===== src/pvs_pkg.sv =====
// ----------------------------------------------------------------------------
// pvs_pkg
// Shared types and constants of the page victim selector: transaction
// payloads, policy and function codes, and the controller/datapath bundles.
// ----------------------------------------------------------------------------
package pvs_pkg;

  // default table geometry
  localparam int unsigned NUM_FRAMES_DEF = 1024;
  localparam int unsigned AGE_BITS_DEF   = 32;

  // field widths fixed by the interface
  localparam int unsigned FRAME_W = 10;
  localparam int unsigned AGE_W   = 32;
  localparam int unsigned SEED_W  = 32;
  localparam int unsigned POL_W   = 2;

  // function codes
  localparam logic FUNC_WRITE  = 1'b0;
  localparam logic FUNC_SELECT = 1'b1;

  // policy register codes
  localparam logic [POL_W-1:0] POLICY_RANDOM = 2'd0;
  localparam logic [POL_W-1:0] POLICY_AGING  = 2'd1;
  localparam logic [POL_W-1:0] POLICY_SECOND = 2'd2;

  // input transaction payload
  typedef struct packed {
    logic               func;
    logic [FRAME_W-1:0] frame;
    logic               in_use;
    logic               swappable;
    logic [AGE_W-1:0]   age;
    logic               chance_bit;
    logic [SEED_W-1:0]  seed;
  } pvs_in_t;

  // output transaction payload
  typedef struct packed {
    logic [FRAME_W-1:0] victim;
    logic               none_eligible;
  } pvs_out_t;

  // kind of table scan in progress
  typedef enum logic [1:0] {
    SCAN_RANDOM = 2'd0,
    SCAN_AGING  = 2'd1,
    SCAN_SECOND = 2'd2
  } pvs_scan_e;

  // controller to datapath
  typedef struct packed {
    logic      clear_run;
    logic      wr_en;
    logic      mod_start;
    logic      scan_start;
    logic      from_seed;
    logic      scan_run;
    pvs_scan_e mode;
    logic      load_result;
  } pvs_cmd_t;

  // datapath to controller
  typedef struct packed {
    logic clear_last;
    logic mod_done;
    logic hit;
    logic scan_end;
    logic seen;
    logic out_free;
  } pvs_status_t;

endpackage


===== src/pvs_ctrl.sv =====
// ----------------------------------------------------------------------------
// pvs_ctrl
// Sequencer of the page victim selector: clearing pass, transaction
// intake, seed reduction, table scans per policy and result hand-off.
// ----------------------------------------------------------------------------
module pvs_ctrl (
  input  logic                        clk_i,
  input  logic                        rst_ni,
  input  logic                        in_valid_i,
  input  logic                        in_func_i,
  output logic                        in_ready_o,
  input  logic                        cfg_valid_i,
  input  logic [pvs_pkg::POL_W-1:0]   cfg_data_i,
  output pvs_pkg::pvs_cmd_t           cmd_o,
  input  pvs_pkg::pvs_status_t        status_i
);
  import pvs_pkg::*;

  typedef enum logic [4:0] {
    ST_CLEAR  = 5'b00001,
    ST_IDLE   = 5'b00010,
    ST_MOD    = 5'b00100,
    ST_SCAN   = 5'b01000,
    ST_RESULT = 5'b10000
  } pvs_state_e;

  pvs_state_e       state_q, state_d;
  pvs_scan_e        mode_q, mode_d, pol_mode;
  logic [POL_W-1:0] policy_q;
  logic             accept;

  // policy register
  always_ff @(posedge clk_i or negedge rst_ni) begin
    if (!rst_ni) begin
      policy_q <= POLICY_RANDOM;
    end else if (cfg_valid_i) begin
      policy_q <= cfg_data_i;
    end
  end

  // scan kind for the configured policy, unused code acts as random
  always_comb begin
    case (policy_q)
      POLICY_AGING:  pol_mode = SCAN_AGING;
      POLICY_SECOND: pol_mode = SCAN_SECOND;
      default:       pol_mode = SCAN_RANDOM;
    endcase
  end

  assign in_ready_o = (state_q == ST_IDLE);
  assign accept     = in_valid_i && in_ready_o;

  // next state and commands
  always_comb begin
    state_d = state_q;
    mode_d  = mode_q;
    cmd_o   = '0;
    cmd_o.mode = mode_q;
    case (state_q)
      ST_CLEAR: begin
        cmd_o.clear_run = 1'b1;
        if (status_i.clear_last) begin
          state_d = ST_IDLE;
        end
      end
      ST_IDLE: begin
        if (accept) begin
          if (in_func_i == FUNC_WRITE) begin
            cmd_o.wr_en = 1'b1;
          end else begin
            cmd_o.mod_start = 1'b1;
            state_d         = ST_MOD;
          end
        end
      end
      ST_MOD: begin
        if (status_i.mod_done) begin
          cmd_o.scan_start = 1'b1;
          cmd_o.from_seed  = (pol_mode == SCAN_RANDOM);
          mode_d           = pol_mode;
          state_d          = ST_SCAN;
        end
      end
      ST_SCAN: begin
        cmd_o.scan_run = 1'b1;
        if (status_i.hit) begin
          state_d = ST_RESULT;
        end else if (status_i.scan_end) begin
          if (mode_q == SCAN_SECOND && status_i.seen) begin
            // every eligible frame had its bit set: fall back to random probe
            cmd_o.scan_run   = 1'b0;
            cmd_o.scan_start = 1'b1;
            cmd_o.from_seed  = 1'b1;
            mode_d           = SCAN_RANDOM;
          end else begin
            state_d = ST_RESULT;
          end
        end
      end
      ST_RESULT: begin
        if (status_i.out_free) begin
          cmd_o.load_result = 1'b1;
          state_d           = ST_IDLE;
        end
      end
      default: begin
        state_d = ST_CLEAR;
      end
    endcase
  end

  // state registers
  always_ff @(posedge clk_i or negedge rst_ni) begin
    if (!rst_ni) begin
      state_q <= ST_CLEAR;
      mode_q  <= SCAN_RANDOM;
    end else begin
      state_q <= state_d;
      mode_q  <= mode_d;
    end
  end

endmodule


===== config.mk =====
export PLATFORM = sky130hd
export DESIGN_NAME = pvs_ctrl
export DESIGN_NICKNAME = d
export VERILOG_FILES = /design/src/pvs_pkg.sv /design/src/pvs_ctrl.sv
export SDC_FILE = /design/constraint.sdc
export NUM_CORES = 1
export LEC_CHECK = 0
export BUFFER_PORTS_ARGS = -buffer_cell sky130_fd_sc_hd__buf_2
export CORE_AREA = 2 2 39 41
export CTS_CLUSTER_DIAMETER = 50
export CTS_CLUSTER_SIZE = 8
export DETAILED_ROUTE_END_ITERATION = 8
export DIE_AREA = 0 0 41 43
export PLACE_DENSITY = 0.78
export SLEW_MARGIN = 5
export SYNTH_ARGS = -nofsm -noshare
export SYNTH_HDL_FRONTEND = slang
export SYNTH_SLANG_ARGS = --single-unit

===== constraint.sdc =====
create_clock -name clk_i -period 3.25 [get_ports clk_i]
set_input_delay 0.4875 -clock clk_i [delete_from_list [all_inputs] [get_ports clk_i]]
set_output_delay 0.4875 -clock clk_i [all_outputs]
set_load 0.05 [all_outputs]

==> flow_metrics.env <==
export IMPL_synthDominantCellAreaShare_pct=31.1
export IMPL_vias_per_cell=5.59
export IMPL_r2r_end="state_q[1]"
export IMPL_die_height_um=43
export IMPL_cpLargestDelayFamily="simple AND/OR/NAND/NOR gates"
export IMPL_port_buffers=22
export IMPL_fin_tns_setup_ns=0
export IMPL_diodes=0
export IMPL_path_clk_slew_ns=0.06
export IMPL_cp_num_buf_inv=1
export IMPL_arrival_ns=2.04
export IMPL_overflow=0
export IMPL_start_kind="flip-flop"
export IMPL_hp_class="in -> async"
export IMPL_h_tree_depth=1
export IMPL_cp_max_fo=4
export IMPL_syn_area_sq_um=643
export IMPL_drive_above_1_share_pct=32.0
export IMPL_vias=632
export IMPL_dr_pass1_iters=4
export IMPL_coreArea_sq_mm=0.00138
export IMPL_cts_buffer_depth=2
export IMPL_area_growth_syn_to_layout_pct=20.4
export IMPL_grt_pass1_vias=572
export IMPL_cts_root_buf="clkbuf_4"
export IMPL_syn_nets=91
export IMPL_cpMaxStageDelayCell="or4_1"
export IMPL_crit_start="mode_q[0]"
export IMPL_status="completed"
export IMPL_finalMaxSlewViolations=0
export IMPL_ys_seq_area_share_pct=35.2
export IMPL_num_rows=14
export IMPL_fmax_mhz=396
export IMPL_reg2reg_slack_ns=1.43
export IMPL_p_leak_nw=0.433
export IMPL_die_area_sq_mm=0.00176
export IMPL_layout_min_cycle_time_ns=2.53
export IMPL_syn_area_per_cell_sq_um=8.46
export IMPL_reg2regPathDepth=5
export IMPL_fp_dieW_um=41
export IMPL_synth_area_top_cells="dfrtp_1 (31%), nor2_1 (5.3%), inv_1 (4.7%)"
export IMPL_met2_length_um=776
export IMPL_synthCells=76
export IMPL_drc=0
export IMPL_avgRoutedWirePerCell_um=12.6
export IMPL_grt_total_usage_pct=19.8
export IMPL_endpoint_kind="primary output"
export IMPL_ant_nets=0
export IMPL_met1Wirelength_um=523
export IMPL_tightest_slew_ns=0.300
export IMPL_max_cap_violations=0
export IMPL_crit_chain="nand3b_4 -> nor3b_4 -> a21oi_1 -> or4_1 -> nor2_1 -> buf_2"
export IMPL_skew_ns=0.00472
export IMPL_grt_pass1_wl_mm=2.29
export IMPL_synth_cell_types=30
export IMPL_yosys_warnings=0
export IMPL_cts_inserted_buffers=3
export IMPL_gp_congestion=0.748
export IMPL_cts_resized=0
export IMPL_dr_wl_met3_um=110
export IMPL_worst_path_stages=6
export IMPL_r2r_start="state_q[1]"
export IMPL_cts_setup_buffers=0
export IMPL_ir_drop_uv=374
export IMPL_cts_sinks=9
export IMPL_maxSlewHeadroom_pct=79.8
export IMPL_fin_crit_sh_pct=77.7
export IMPL_grt_max_degree=12
export IMPL_setup_viol_count_final=0
export IMPL_top_layer_used="met4"
export IMPL_cpPeakStageDelay_ns=0.49
export IMPL_hold_slack_ns=0.0588
export IMPL_start_util_pct=46.5
export IMPL_path_class="reg -> out"
export IMPL_drtIter0Drc=17
export IMPL_antenna_found_initial=0
export IMPL_rsz0062_at_grt="no"
export IMPL_dp_hpwl_mm=1.17
export IMPL_synth_top_area_cell="dfrtp_1"
export IMPL_finalNetCount=113
export IMPL_power_density_mw_per_mm2=734
export IMPL_tritoncts="built"
export IMPL_worstSetupEndpoint="cmd_o[4]"
export IMPL_cts_hold_buf=0
export IMPL_critPathRequiredTime_ns=2.76
export IMPL_finalPower_w=0.000568
export IMPL_insertion_delay_ns=0.27
export IMPL_hold_viol=0
export IMPL_drt_total_wl_mm=1.43
export IMPL_ys_ff_latch=9
export IMPL_ioPinCount=23
state kept, by name, indices dropped and copies added, names as in the netlist:
name	cells
mode_q	2
policy_q	2
state_q	5
per-stage QoR:
step,utilization (%),setup WS (ns),std cells,cell area (sq um)
after floorplan,-,0.489,76,643
after global placement,54.1,0.934,109,748
after detailed placement,54.1,0.872,109,748
after CTS,56.0,0.696,113,774
after global routing,56.0,0.581,113,774
final,56.0,0.724,113,774
worst min-delay path by stage:
stage | from | endpoint | slack (ns) | depth (start not counted)
after floorplan | rst_ni | mode_q[0] | 0.19 | 0
after detailed placement | rst_ni | mode_q[0] | 0.35 | 1
final | rst_ni | state_q[2] | 0.06 | 1
after CTS | rst_ni | mode_q[0] | 0.06 | 1
after global routing | rst_ni | state_q[4] | 0.06 | 1
after global placement | rst_ni | mode_q[1] | 0.35 | 1
cell usage after synthesis:
cell type  instances
a211o_1            1
a21oi_1            5
a32oi_1            1
and2_1             1
and3_1             2
and3b_1            1
buf_2              5
dfrtp_1            8
dfstp_2            1
ha_1               2
inv_1              8
mux2_2             1
mux2i_1            2
nand2_1            6
nand3_1            3
nand3b_1           1
nand3b_4           1
nor2_1             9
nor2b_1            1
nor3_2             1
nor3b_1            1
nor3b_4            1
nor4_1             2
o21ai_0            5
o22ai_1            1
o2bb2ai_1          1
o31ai_1            1
or3b_2             1
or4_1              1
xnor2_1            2
cells in the final DEF (no fill, tap or decap), drive strengths merged, types with 2 or more instances in the layout:
cell type  instances
clkbuf             4
nor4               2
nand3b             2
xnor2              2
nor3b              2
inv                8
a21oi              5
o21ai              5
nor2               9
mux2i              2
nand2              6
dfrtp              8
and3               2
ha                 2
nand3              3
buf               22
cell type report:
class	instances	area (sq um)
multi-input cells	54	362
inverters	8	30.0
flip-flops and latches	9	226
clock buffers	4	26.3
repair buffers	22	110
fillers	137	609
well taps	16	20.0
power breakdown:
part,switching (W),internal (W)
Clock,0.0000427,0.0000475
Sequential,0.0000479,0.000144
Combinational,0.000184,0.000102
logic make-up after synthesis:
family	after synthesis	share of synthesized area, %
adders and majority gates	2	3.89
buffers and inverters	13	8.56
DFF	9	35.2
and+or+nand+nor	32	30.7
xor gates and xnor gates	2	2.72
muxes	3	4.86
AOI/OAI and AO/OA	15	14.0
layer usage:
metal	vias to the layer above	track usage [%]
met2	27	33.8
met5	-	0
met4	0	10.0
met3	2	4.71
li1	302	-
met1	301	21.0
Power figures use the tool's default switching activity.
